$ cat src/kda_pkg.sv
// Shared types and constants for the keypad debounce and auto-repeat block.
package kda_pkg;

    typedef struct packed {
        logic [4:0] raw_key;
        logic       ptt_down;
        logic       serial_busy;
        logic       tx_time_up;
    } t_in_item;

    typedef struct packed {
        logic [4:0] event_key;
        logic       event_pressed;
        logic       event_held;
        logic       last_event;
    } t_out_item;

    typedef enum logic [2:0] {
        REG_DEBOUNCE     = 3'd0,
        REG_REPEAT_DELAY = 3'd1,
        REG_REPEAT_PER   = 3'd2,
        REG_PTT_TOGGLE   = 3'd3,
        REG_CODE_PTT     = 3'd4,
        REG_CODE_UP      = 3'd5,
        REG_CODE_DOWN    = 3'd6,
        REG_CODE_NONE    = 3'd7
    } t_reg_addr;

    localparam logic [1:0]  PTT_DEBOUNCE   = 2'd3;
    localparam logic [15:0] COUNT_TOP      = 16'hFFFF;
    localparam int          DIV_STEPS      = 16;
    localparam int          QUEUE_DEPTH    = 3;

    localparam logic [7:0]  RST_DEBOUNCE   = 8'd2;
    localparam logic [9:0]  RST_DELAY      = 10'd40;
    localparam logic [7:0]  RST_PERIOD     = 8'd8;
    localparam logic [4:0]  RST_CODE_PTT   = 5'd21;
    localparam logic [4:0]  RST_CODE_UP    = 5'd11;
    localparam logic [4:0]  RST_CODE_DOWN  = 5'd12;
    localparam logic [4:0]  RST_CODE_NONE  = 5'd31;

endpackage

$ cat src/keypad_debounce_autorepeat.sv
// Top level: keypad and push-to-talk debounce with auto-repeat, serial remainder unit.
// Each tick passes through the push-to-talk state, the bit-serial remainder unit and
// the key state, then hands its queued events out one at a time as the output takes
// them. A new input is accepted only in idle, so a tick must finish before the next.
// Synchronous active-low reset restores the defaults and clears the control state.
module keypad_debounce_autorepeat (
    input  logic                  i_clk,
    input  logic                  i_rst_n,
    input  logic                  in_valid,
    output logic                  in_ready,
    input  kda_pkg::t_in_item     i_in_item,
    output logic                  out_valid,
    input  logic                  out_ready,
    output kda_pkg::t_out_item    o_out_item,
    input  logic                  psel,
    input  logic                  penable,
    input  logic                  pwrite,
    input  logic [4:0]            paddr,
    input  logic [31:0]           pwdata,
    output logic [31:0]           prdata,
    output logic                  pready
);
    import kda_pkg::*;

    typedef enum logic [2:0] {
        ST_IDLE,
        ST_PTT,
        ST_DIV,
        ST_KEY,
        ST_EMIT
    } t_state;

    t_state     r_state, n_state;

    logic [7:0] r_debounce;
    logic [9:0] r_delay;
    logic [7:0] r_period;
    logic       r_toggle;
    logic [4:0] r_code_ptt, r_code_up, r_code_down, r_code_none;

    t_in_item   r_in, n_in;
    logic [4:0] r_last_raw, n_last_raw;
    logic [4:0] r_stable, n_stable;
    logic [15:0] r_hold, n_hold;
    logic       r_held, n_held;
    logic       r_lat, n_lat;
    logic [1:0] r_pcnt, n_pcnt;
    logic       r_tx, n_tx;

    logic [7:0] r_rem, n_rem;
    logic [15:0] r_dvd, n_dvd;
    logic [7:0] r_div, n_div;
    logic [3:0] r_step, n_step;

    t_out_item  r_q [QUEUE_DEPTH];
    t_out_item  n_q [QUEUE_DEPTH];
    logic [1:0] r_qcnt, n_qcnt;
    logic [1:0] r_rd, n_rd;

    t_out_item  r_out, n_out;
    logic       r_out_valid, n_out_valid;

    logic       cfg_wr;
    logic [15:0] hc1;
    logic [8:0] trial;
    t_reg_addr  addr;

    assign addr      = t_reg_addr'(paddr[4:2]);
    assign cfg_wr    = psel & penable & pwrite;
    assign pready    = 1'b1;
    assign in_ready  = (r_state == ST_IDLE);
    assign out_valid = r_out_valid;
    assign o_out_item = r_out;
    assign hc1       = r_hold + 16'd1;
    assign trial     = {r_rem, r_dvd[15]};

    always_comb begin
        unique case (addr)
            REG_DEBOUNCE:     prdata = {24'd0, r_debounce};
            REG_REPEAT_DELAY: prdata = {22'd0, r_delay};
            REG_REPEAT_PER:   prdata = {24'd0, r_period};
            REG_PTT_TOGGLE:   prdata = {31'd0, r_toggle};
            REG_CODE_PTT:     prdata = {27'd0, r_code_ptt};
            REG_CODE_UP:      prdata = {27'd0, r_code_up};
            REG_CODE_DOWN:    prdata = {27'd0, r_code_down};
            REG_CODE_NONE:    prdata = {27'd0, r_code_none};
            default:          prdata = 32'd0;
        endcase
    end

    always_comb begin
        t_out_item ev;
        logic      push;
        logic [1:0] c1;

        n_state     = r_state;
        n_in        = r_in;
        n_last_raw  = r_last_raw;
        n_stable    = r_stable;
        n_hold      = r_hold;
        n_held      = r_held;
        n_lat       = r_lat;
        n_pcnt      = r_pcnt;
        n_tx        = r_tx;
        n_rem       = r_rem;
        n_dvd       = r_dvd;
        n_div       = r_div;
        n_step      = r_step;
        n_q         = r_q;
        n_qcnt      = r_qcnt;
        n_rd        = r_rd;
        n_out       = r_out;
        n_out_valid = r_out_valid;
        ev          = '0;
        push        = 1'b0;
        c1          = 2'd0;

        if (r_out_valid && out_ready) begin
            n_out_valid = 1'b0;
        end

        unique case (r_state)
            ST_IDLE: begin
                if (in_valid) begin
                    n_in    = i_in_item;
                    n_state = ST_PTT;
                end
            end
            ST_PTT: begin
                n_qcnt = 2'd0;
                if (r_tx && r_in.tx_time_up) begin
                    n_q[n_qcnt] = '{r_code_ptt, 1'b0, 1'b0, 1'b0};
                    n_qcnt      = n_qcnt + 2'd1;
                    n_tx        = 1'b0;
                    n_lat       = 1'b0;
                end
                if (r_in.ptt_down && !r_in.serial_busy) begin
                    if (!n_lat) begin
                        c1 = r_pcnt + 2'd1;
                        if (c1 >= PTT_DEBOUNCE) begin
                            n_lat  = 1'b1;
                            n_pcnt = 2'd0;
                            if (r_toggle && n_tx) begin
                                n_q[n_qcnt] = '{r_code_ptt, 1'b0, 1'b0, 1'b0};
                                n_qcnt      = n_qcnt + 2'd1;
                                n_tx        = 1'b0;
                            end else if (!n_tx) begin
                                n_q[n_qcnt] = '{r_code_ptt, 1'b1, 1'b0, 1'b0};
                                n_qcnt      = n_qcnt + 2'd1;
                                n_tx        = 1'b1;
                            end
                        end else begin
                            n_pcnt = c1;
                        end
                    end else begin
                        n_pcnt = 2'd0;
                    end
                end else begin
                    if (n_lat && !r_toggle && n_tx) begin
                        n_q[n_qcnt] = '{r_code_ptt, 1'b0, 1'b0, 1'b0};
                        n_qcnt      = n_qcnt + 2'd1;
                        n_tx        = 1'b0;
                    end
                    n_lat  = 1'b0;
                    n_pcnt = 2'd0;
                end
                n_rem   = 8'd0;
                n_dvd   = hc1;
                n_div   = r_period;
                n_step  = 4'd0;
                n_state = ST_DIV;
            end
            ST_DIV: begin
                if (trial >= {1'b0, r_div}) begin
                    n_rem = 8'(trial - {1'b0, r_div});
                end else begin
                    n_rem = trial[7:0];
                end
                n_dvd  = {r_dvd[14:0], 1'b0};
                n_step = r_step + 4'd1;
                if (r_step == 4'(DIV_STEPS - 1)) begin
                    n_state = ST_KEY;
                end
            end
            ST_KEY: begin
                if (r_last_raw != r_in.raw_key) begin
                    if (r_last_raw != r_code_none && r_in.raw_key != r_code_none) begin
                        push = 1'b1;
                        ev   = '{r_stable, 1'b0, r_held, 1'b0};
                    end
                    n_last_raw = r_in.raw_key;
                    n_hold     = 16'd0;
                end else begin
                    n_hold = hc1;
                    if (hc1 == {8'd0, r_debounce}) begin
                        if (r_in.raw_key == r_code_none) begin
                            if (r_stable != r_code_none) begin
                                push     = 1'b1;
                                ev       = '{r_stable, 1'b0, r_held, 1'b0};
                                n_stable = r_code_none;
                            end
                        end else begin
                            n_stable = r_in.raw_key;
                            push     = 1'b1;
                            ev       = '{r_in.raw_key, 1'b1, 1'b0, 1'b0};
                        end
                        n_held = 1'b0;
                    end else if (hc1 < {6'd0, r_delay} || r_in.raw_key == r_code_none) begin
                        n_hold = hc1;
                    end else if (hc1 == {6'd0, r_delay}) begin
                        if (r_in.raw_key != r_code_ptt) begin
                            n_held = 1'b1;
                            push   = 1'b1;
                            ev     = '{r_in.raw_key, 1'b1, 1'b1, 1'b0};
                        end
                    end else begin
                        if (r_in.raw_key == r_code_up || r_in.raw_key == r_code_down) begin
                            n_held = 1'b1;
                            if (r_period != 8'd0 && r_rem == 8'd0) begin
                                push = 1'b1;
                                ev   = '{r_in.raw_key, 1'b1, 1'b1, 1'b0};
                            end
                        end
                        if (hc1 >= COUNT_TOP) begin
                            n_hold = {6'd0, r_delay} + 16'd1;
                        end
                    end
                end
                if (push && r_qcnt != 2'(QUEUE_DEPTH)) begin
                    n_q[r_qcnt] = ev;
                    n_qcnt      = r_qcnt + 2'd1;
                end
                n_rd = 2'd0;
                if (n_qcnt == 2'd0) begin
                    n_state = ST_IDLE;
                end else begin
                    n_state = ST_EMIT;
                end
            end
            ST_EMIT: begin
                if (r_rd == r_qcnt) begin
                    n_state = ST_IDLE;
                end else if (!r_out_valid || out_ready) begin
                    n_out            = r_q[r_rd];
                    n_out.last_event = (r_rd == r_qcnt - 2'd1);
                    n_out_valid      = 1'b1;
                    n_rd             = r_rd + 2'd1;
                end
            end
            default: n_state = ST_IDLE;
        endcase
    end

    always_ff @(posedge i_clk) begin
        r_in   <= n_in;
        r_rem  <= n_rem;
        r_dvd  <= n_dvd;
        r_div  <= n_div;
        r_step <= n_step;
        r_q    <= n_q;
        r_out  <= n_out;
        if (!i_rst_n) begin
            r_state     <= ST_IDLE;
            r_debounce  <= RST_DEBOUNCE;
            r_delay     <= RST_DELAY;
            r_period    <= RST_PERIOD;
            r_toggle    <= 1'b0;
            r_code_ptt  <= RST_CODE_PTT;
            r_code_up   <= RST_CODE_UP;
            r_code_down <= RST_CODE_DOWN;
            r_code_none <= RST_CODE_NONE;
            r_last_raw  <= RST_CODE_NONE;
            r_stable    <= RST_CODE_NONE;
            r_hold      <= 16'd0;
            r_held      <= 1'b0;
            r_lat       <= 1'b0;
            r_pcnt      <= 2'd0;
            r_tx        <= 1'b0;
            r_qcnt      <= 2'd0;
            r_rd        <= 2'd0;
            r_out_valid <= 1'b0;
        end else begin
            r_state     <= n_state;
            r_last_raw  <= n_last_raw;
            r_stable    <= n_stable;
            r_hold      <= n_hold;
            r_held      <= n_held;
            r_lat       <= n_lat;
            r_pcnt      <= n_pcnt;
            r_tx        <= n_tx;
            r_qcnt      <= n_qcnt;
            r_rd        <= n_rd;
            r_out_valid <= n_out_valid;
            if (cfg_wr) begin
                unique case (addr)
                    REG_DEBOUNCE:     r_debounce  <= pwdata[7:0];
                    REG_REPEAT_DELAY: r_delay     <= pwdata[9:0];
                    REG_REPEAT_PER:   r_period    <= pwdata[7:0];
                    REG_PTT_TOGGLE:   r_toggle    <= pwdata[0];
                    REG_CODE_PTT:     r_code_ptt  <= pwdata[4:0];
                    REG_CODE_UP:      r_code_up   <= pwdata[4:0];
                    REG_CODE_DOWN:    r_code_down <= pwdata[4:0];
                    REG_CODE_NONE:    r_code_none <= pwdata[4:0];
                    default:          r_toggle    <= r_toggle;
                endcase
            end
        end
    end

endmodule

$ cat config.mk
export PLATFORM = sky130hd
export DESIGN_NAME = keypad_debounce_autorepeat
export DESIGN_NICKNAME = d
export VERILOG_FILES = /design/src/kda_pkg.sv /design/src/keypad_debounce_autorepeat.sv
export SDC_FILE = /design/constraint.sdc
export NUM_CORES = 1
export LEC_CHECK = 0
export ABC_AREA = 1
export BUFFER_PORTS_ARGS = -buffer_cell sky130_fd_sc_hd__buf_2
export CAP_MARGIN = 20
export CORE_ASPECT_RATIO = 1.75
export CORE_MARGIN = 3
export CORE_UTILIZATION = 52
export DETAILED_ROUTE_END_ITERATION = 10
export PLACE_DENSITY = 0.75
export SYNTH_ARGS = -nofsm -noshare
export SYNTH_HDL_FRONTEND = slang
export SYNTH_SLANG_ARGS = --single-unit
$ cat constraint.sdc
create_clock -name i_clk -period 3.2 [get_ports i_clk]
set_clock_uncertainty 0.1 [all_clocks]
set_input_delay 0.64 -clock i_clk [delete_from_list [all_inputs] [get_ports i_clk]]
set_output_delay 0.64 -clock i_clk [all_outputs]
set_load 0.005 [all_outputs]
==> results.ini, run 1 <==
[timing]
setup_tns_ns=-0.288
drv_slew=0
fin_crit_sh_pct=101
worstMarginPinSlew_ns=0.814
whs_ns=0.276
finalHoldViolCount=0
setup_viol=13
post-route-min-period_ns=3.24
slew_headroom_pct=45.5
fin_ws_ns=-0.0353
max_freq_mhz=309
rsz0062_at_grt=true

[placement]
place_ws_ns=-0.194
place_congestion=0.962
dp.cells=1476
hpwl_um=19600
port-buffer-count=47
place_area_um2=10100

[cts]
clk-insertion-delay-late_ns=0.44
cts_tree=built
htreeDepth=4
clockBufferDepth=2
cts-root-buf=clkbuf_16
cts_buffers=17
cts_sinks=159
path_clk_slew_ns=0.06

[routing]
drtAntennaViolNets=0
dr.pass1.iters=5
drc_errors=0
wl_um=25900
avgRoutedWirePerCell_um=17.1
via_count=8513
viasPerCell=5.60
drt_iter0_drc=557

[finish]
diodes=0
drive_gt1_share_pct=18.1
layout.cells.non_filler=1519
layout_common_cells=nand2_1 (167), inv_1 (145), nor2_1 (124), o21ai_0 (104), a21oi_1 (89)
final_util_pct=63.6
design_area_um2=10900
layout.nets=1359
layout_commonest_cell=nand2_1
area_delta_synth_final_pct=18.8

[status]
failed_checks=negative setup slack
status=finished with violations

[die]
die_y_um=182
num_rows=63
ios=95
design.core.area_um2=17200
fp.dieArea_um2=19400
start_util_pct=53.5
die_x_um=107

[hold_path]
min_path_type=in -> reg

[power]
powerDensity_nw_per_um2=527
irDropWorstVdd_uv=571
p_leak_nw=4.57
power_mw=5.75

[worst_setup_path]
slowest_delay_ns=0.38
worstPathRequired_ns=3.21
crit_slowest_cell=dfxtp_4
start_kind=flip-flop
critical_path_class=reg -> reg
crit_chain=ha_4 > nand3_4 > nor2_4 > nand2_2 > xor2_1 > buf_4 > inv_4 > ha_4 > nand2_4 > buf_4 > a21oi_1 > nor2_1 > a21oi_2 > nand3_2 > nand2_2 > nand2_2 > nand2_2 > nand2_4 > a21boi_4 > o21ai_4 > a21oi_4
cp_max_fo=7
end_kind=flip-flop
crit_path_frequent_cell=nand2_2
arrival_ns=3.25

[global_routing]
grt_max_degree=52
antenna_found_initial=0
grt_pass1_wl_um=41500
grt_usage_pct=27.4
grt_remaining_overflow=0
grt_pass1_vias=8428

[synth]
avgSynthCellArea_um2=7.89
yosysWarnings=0
ys_types=53
synth_area_um2=9190
synth_edf_count=73
async_flop_share_pct=0
yosysSeqAreaShare_pct=42.6
synth_cells=1165
ys_ff_latch=159
synth_top_flop_cell=dfxtp_1

[run]
cap_viol_max_count=0

[cells by family (layout without fill, tap and decap cells)]
| kind of cell | after synthesis | count (layout) | synth area share (%) |
|---|---|---|---|
| fa+ha+maj | 28 | 28 | 3.89 |
| compound gates | 280 | 280 | 17.4 |
| xor+xnor | 49 | 49 | 5.04 |
| flops | 159 | 159 | 42.6 |
| buf+inv | 209 | 315 | 9.47 |
| other cells | 2 | 23 | 0.0817 |
| simple gates | 438 | 438 | 21.6 |
[flip-flops by register name (all words and copies together), names as in the netlist, 10 cells and up]
signal	cells
r_delay	10
r_hold	16
r_q	21
r_dvd	16
[timing repair]
action,4_1_cts,5_1_grt
endpoints found under the setup margin,32,44
hold buffers,0,0
resized for setup,16,27
pin swaps,11,19
buffers inserted,7,4
[synthesized netlist by cell type, types with 2 or more instances]
master     instances  area share [%]
conb_1             2           0.082
xor2_1            26             2.5
buf_4             23             1.9
o2111ai_1          5            0.48
nor3_1            20             1.1
nand3_1           46             2.5
nand2_2           12            0.82
edfxtp_1          73              24
nor3b_1            2            0.16
o32ai_1            4            0.38
inv_2              8            0.33
a31oi_1            2            0.14
a221oi_1           7            0.67
nand3_2            2            0.22
nor2_2             2            0.14
xnor2_1           20             1.9
o22ai_1           10            0.68
clkbuf_1          29             1.2
nor4_1            14            0.95
dfxtp_1           86              19
nor2_4             5            0.61
o311ai_0           2            0.19
nor2_1           132             5.4
inv_1            145             5.9
clkinv_1           4            0.16
a21oi_2            2            0.19
nand2_1          174             7.1
o21ai_0          105             5.7
a21oi_1           91             5.0
o211ai_1          19             1.6
ha_1              27             3.7
nand3_4            2            0.38
o21ai_1           21             1.1
xor2_2             2            0.35
nand4_1           21             1.4
o221ai_1           3            0.29
[worst paths after layout]
kind                                               start                  to  slack, ns  cells after the start
worst max-delay path              r_hold[0]$_SDFFE_PN0P_    r_q[5]$_DFFE_PP_      -0.04                     21
worst min-delay path                        i_in_item[3]   r_in[3]$_DFFE_PP_       0.28                      1
worst max register to register    r_hold[0]$_SDFFE_PN0P_    r_q[5]$_DFFE_PP_      -0.04                     21
worst min register to register  r_period[3]$_SDFFE_PN1P_  r_div[3]$_DFFE_PP_       0.37                      0
[cell type report]
type,instances,area (um^2)
Inverter,157,592
Multi-Input combinational cell,818,4670
Timing Repair Buffer,126,845
Sequential cell,159,3920
Tap cell,227,284
Fill cell,1514,6260
Clock buffer,23,510
Clock inverter,9,95.1
[worst max-delay path, delay by kind of cell, from the launching register on]
| family | cells | cell delay [ns] |
|---|---|---|
| AO/OA/AOI/OAI | 5 | 0.80 |
| buffers and inverters | 3 | 0.33 |
| XOR/XNOR | 1 | 0.12 |
| flip-flops | 1 | 0.38 |
| adder cells (fa/ha/maj) | 2 | 0.43 |
| AND/OR/NAND/NOR | 10 | 0.74 |
[routing by layer]
layer,vias to the layer above,GRT usage [%],wire (um)
met3,105,4.34,1020
li1,4147,-,-
met4,0,17.9,1690
met5,-,0,0
met1,3987,28.5,9330
met2,274,50.0,13900
[where the power goes]
group          internal (mW)  switching (mW)  total, mW
Clock                   1.22           0.840       2.06
Sequential              2.41           0.158       2.57
Combinational          0.414           0.715       1.13
(Power assumes the default switching activity.)
==> run 2, diff against run 1 <==
Settings changed: ABC_AREA 1 to 0, PLACE_DENSITY 0.75 to 0.74.
==> results.ini, run 2 <==
[placement]
port-buffer-count=47  ; unchanged
place_congestion=0.928  ; was 0.962
hpwl_um=19000  ; was 19600 um

[cts]
htreeDepth=4  ; unchanged
clockBufferDepth=2  ; unchanged
cts_tree=built  ; unchanged
cts_buffers=17  ; unchanged
cts-root-buf=clkbuf_16  ; unchanged
path_clk_slew_ns=0.07  ; was 0.06 ns
clk-insertion-delay-late_ns=0.43  ; was 0.44 ns
cts_sinks=159  ; unchanged

[global_routing]
grt_max_degree=79  ; was 52
grt_remaining_overflow=0  ; unchanged
grt_pass1_wl_um=41600  ; was 41500 um
grt_usage_pct=26.9  ; was 27.4%
antenna_found_initial=0  ; unchanged
grt_pass1_vias=8198  ; was 8428

[synth]
synth_cells=1030  ; was 1165
synth_top_flop_cell=dfxtp_1  ; unchanged
synth_area_leaders=edfxtp_1 (23%), dfxtp_1 (18%), mux2i_1 (6.5%)  ; was edfxtp_1 (24%), dfxtp_1 (19%), nand2_1 (7.1%)
async_flop_share_pct=0  ; unchanged
ys_types=71  ; was 53
synth_area_um2=9490  ; was 9190 um^2
yosysMostFrequentCell=nand2_1  ; unchanged
synth_top_area_cell=edfxtp_1  ; unchanged
ys_ff_latch=159  ; unchanged
synth_top_area_share_pct=23.1  ; was 23.8%
yosysSeqAreaShare_pct=41.2  ; was 42.6%
synthTopCellsByCount=nand2_1 (116), dfxtp_1 (86), edfxtp_1 (73), nor2_1 (67), mux2i_1 (62)  ; was nand2_1 (174), inv_1 (145), nor2_1 (132), o21ai_0 (105), a21oi_1 (91)
avgSynthCellArea_um2=9.22  ; was 7.89 um^2
yosysWarnings=0  ; unchanged
synth_edf_count=73  ; unchanged

[die]
die_x_um=108  ; was 107 um
num_rows=64  ; was 63
fp.dieArea_um2=20000  ; was 19400 um^2
start_util_pct=53.6  ; was 53.5%
design.core.area_um2=17700  ; was 17200 um^2
ios=95  ; unchanged
die_y_um=185  ; was 182 um

[worst_setup_path]
end_kind=flip-flop  ; unchanged
reg2reg_from=r_hold[1]$_SDFFE_PN0P_  ; was r_hold[0]$_SDFFE_PN0P_
arrival_ns=3.66  ; was 3.25 ns
reg2reg_slack_ns=-0.44  ; was -0.04 ns
worstPathRequired_ns=3.22  ; was 3.21 ns
cp_max_fo=6  ; was 7
critical_path_class=reg -> reg  ; unchanged
rr_worst_depth=13  ; was 21
start_kind=flip-flop  ; unchanged
r2r_end=r_q[9]$_DFFE_PP_  ; was r_q[5]$_DFFE_PP_

[routing]
drt_iter0_drc=629  ; was 557
drc_errors=0  ; unchanged
drtAntennaViolNets=0  ; unchanged
wl_um=26400  ; was 25900 um
via_count=8236  ; was 8513
dr.pass1.iters=5  ; unchanged
avgRoutedWirePerCell_um=18.8  ; was 17.1 um
viasPerCell=5.86  ; was 5.60

[timing]
setup_tns_ns=-10.03  ; was -0.288 ns
fin_crit_sh_pct=114  ; was 101%
drv_slew=0  ; unchanged
post-route-min-period_ns=3.64  ; was 3.24 ns
finalHoldViolCount=0  ; unchanged
fin_ws_ns=-0.436  ; was -0.0353 ns
max_freq_mhz=275  ; was 309 MHz
rsz0062_at_grt=true  ; unchanged
slew_headroom_pct=42.6  ; was 45.5%
worstMarginPinSlew_ns=0.857  ; was 0.814 ns
setup_viol=44  ; was 13

[finish]
layout.nets=1241  ; was 1359
nFillCells=1333  ; was 1514
area_delta_synth_final_pct=23.8  ; was 18.8%
reg.largest.list=r_q: 21 flops, r_dvd: 16 flops, r_hold: 16 flops  ; unchanged
largest_reg_flops=21  ; unchanged
diodes=0  ; unchanged
layout_common_cells=nand2_1 (114), buf_4 (110), dfxtp_1 (81), edfxtp_1 (73)  ; was nand2_1 (167), inv_1 (145), nor2_1 (124), o21ai_0 (104), a21oi_1 (89)
largest-register=r_q  ; unchanged
layout_commonest_cell=nand2_1  ; unchanged
drive_gt1_share_pct=25.1  ; was 18.1%

[status]
status=finished with violations  ; unchanged
failed_checks=negative setup slack  ; unchanged

[power]
powerDensity_nw_per_um2=414  ; was 527 nW/um^2
power_mw=4.87  ; was 5.75 mW
irDropWorstVdd_uv=299  ; was 571 uV
p_leak_nw=4.66  ; was 4.57 nW

[hold_path]
holdPathEnd=r_in[2]$_DFFE_PP_  ; was r_in[3]$_DFFE_PP_
hp-start=i_in_item[2]  ; was i_in_item[3]
min_path_type=in -> reg  ; unchanged
hold_depth=1  ; unchanged

[run]
cap_viol_max_count=0  ; unchanged

run 2: worst max path at each step:
stage	endpoint	slack (ns)	cells past startpoint	start
detailed placement	r_q[13]$_DFFE_PP_	-0.53	13	r_hold[1]$_SDFFE_PN0P_
global route	r_q[9]$_DFFE_PP_	-0.55	13	r_hold[1]$_SDFFE_PN0P_
CTS	r_q[9]$_DFFE_PP_	-0.42	13	r_hold[0]$_SDFFE_PN0P_
floorplan	r_q[11]$_DFFE_PP_	-0.41	16	r_hold[0]$_SDFFE_PN0P_
finish	r_q[9]$_DFFE_PP_	-0.44	13	r_hold[1]$_SDFFE_PN0P_
global placement	r_q[13]$_DFFE_PP_	-0.43	13	r_hold[1]$_SDFFE_PN0P_
run 2: kinds of logic after synthesis:
| family | count (synthesis) | share of synthesized area, % |
|---|---|---|
| compound gates | 191 | 13.3 |
| simple gates | 367 | 19.4 |
| mux | 80 | 8.83 |
| buf+inv | 125 | 6.16 |
| other cells | 2 | 0.0791 |
| xor+xnor | 78 | 7.20 |
| flops | 159 | 41.2 |
| fa+ha+maj | 28 | 3.77 |
run 2: worst max-delay path, cell delays in order (launching register included):
cell and delay (ns):
dfxtp_4 0.37, ha_4 0.15, and4_4 0.24, nand2_4 0.06, xnor2_2 0.15, ha_1 0.31, and3_4 0.20, nand3_4 0.08
nor3_4 0.18, a41oi_2 0.16, o32a_1 0.39, a311o_1 0.42, or2_4 0.28, a21oi_4 0.23
run 2: layout make-up:
class                      count  area (um^2)  share of cell area (%)
clock inverter                12          136                    1.16
multi-input combinational    767         5530                    47.1
inverter                      44          165                    1.41
timing repair buffer         172         1260                    10.7
sequential                   159         3930                    33.4
clock buffer                  20          447                    3.80
tap                          231          289                    2.46
run 2: timing repair:
item | in CTS | in global routing
setup buffers | 12 | 11
pin swaps | 20 | 35
gates resized for setup | 33 | 46
hold endpoints to repair | 0 | 0
hold buffers | 0 | 0
endpoints found under the setup margin | 45 | 58
run 2: metal layers:
| layer | vias to the layer above | track usage, % | share of wire (%) | routed length [um] |
|---|---|---|---|---|
| met3 | 96 | 3.51 | 3.8 | 1020 |
| met4 | 0 | 17.5 | 6.1 | 1610 |
| met2 | 285 | 49.0 | 54 | 14400 |
| met1 | 3974 | 28.4 | 36 | 9460 |
| met5 | - | 0 | 0 | 0 |
| li1 | 3881 | - | - | - |
run 2: per-stage QoR:
stage | hold WS (ns) | setup WS (ns) | util, % | area (um^2) | std cells
after floorplan | 0.347 | -0.412 | - | 9660 | 1051
after global placement | 0.367 | -0.434 | 59.7 | 10600 | 1353
after detailed placement | 0.373 | -0.527 | 59.7 | 10600 | 1353
after CTS | 0.266 | -0.421 | 64.4 | 11400 | 1396
after global routing | 0.269 | -0.550 | 66.4 | 11800 | 1405
final | 0.275 | -0.436 | 66.4 | 11800 | 1405
run 2: power breakdown:
group | internal (mW) | total [mW] | switching [mW]
Sequential | 2.21 | 2.27 | 0.0570
Combinational | 0.243 | 0.580 | 0.337
Clock | 1.17 | 2.02 | 0.851
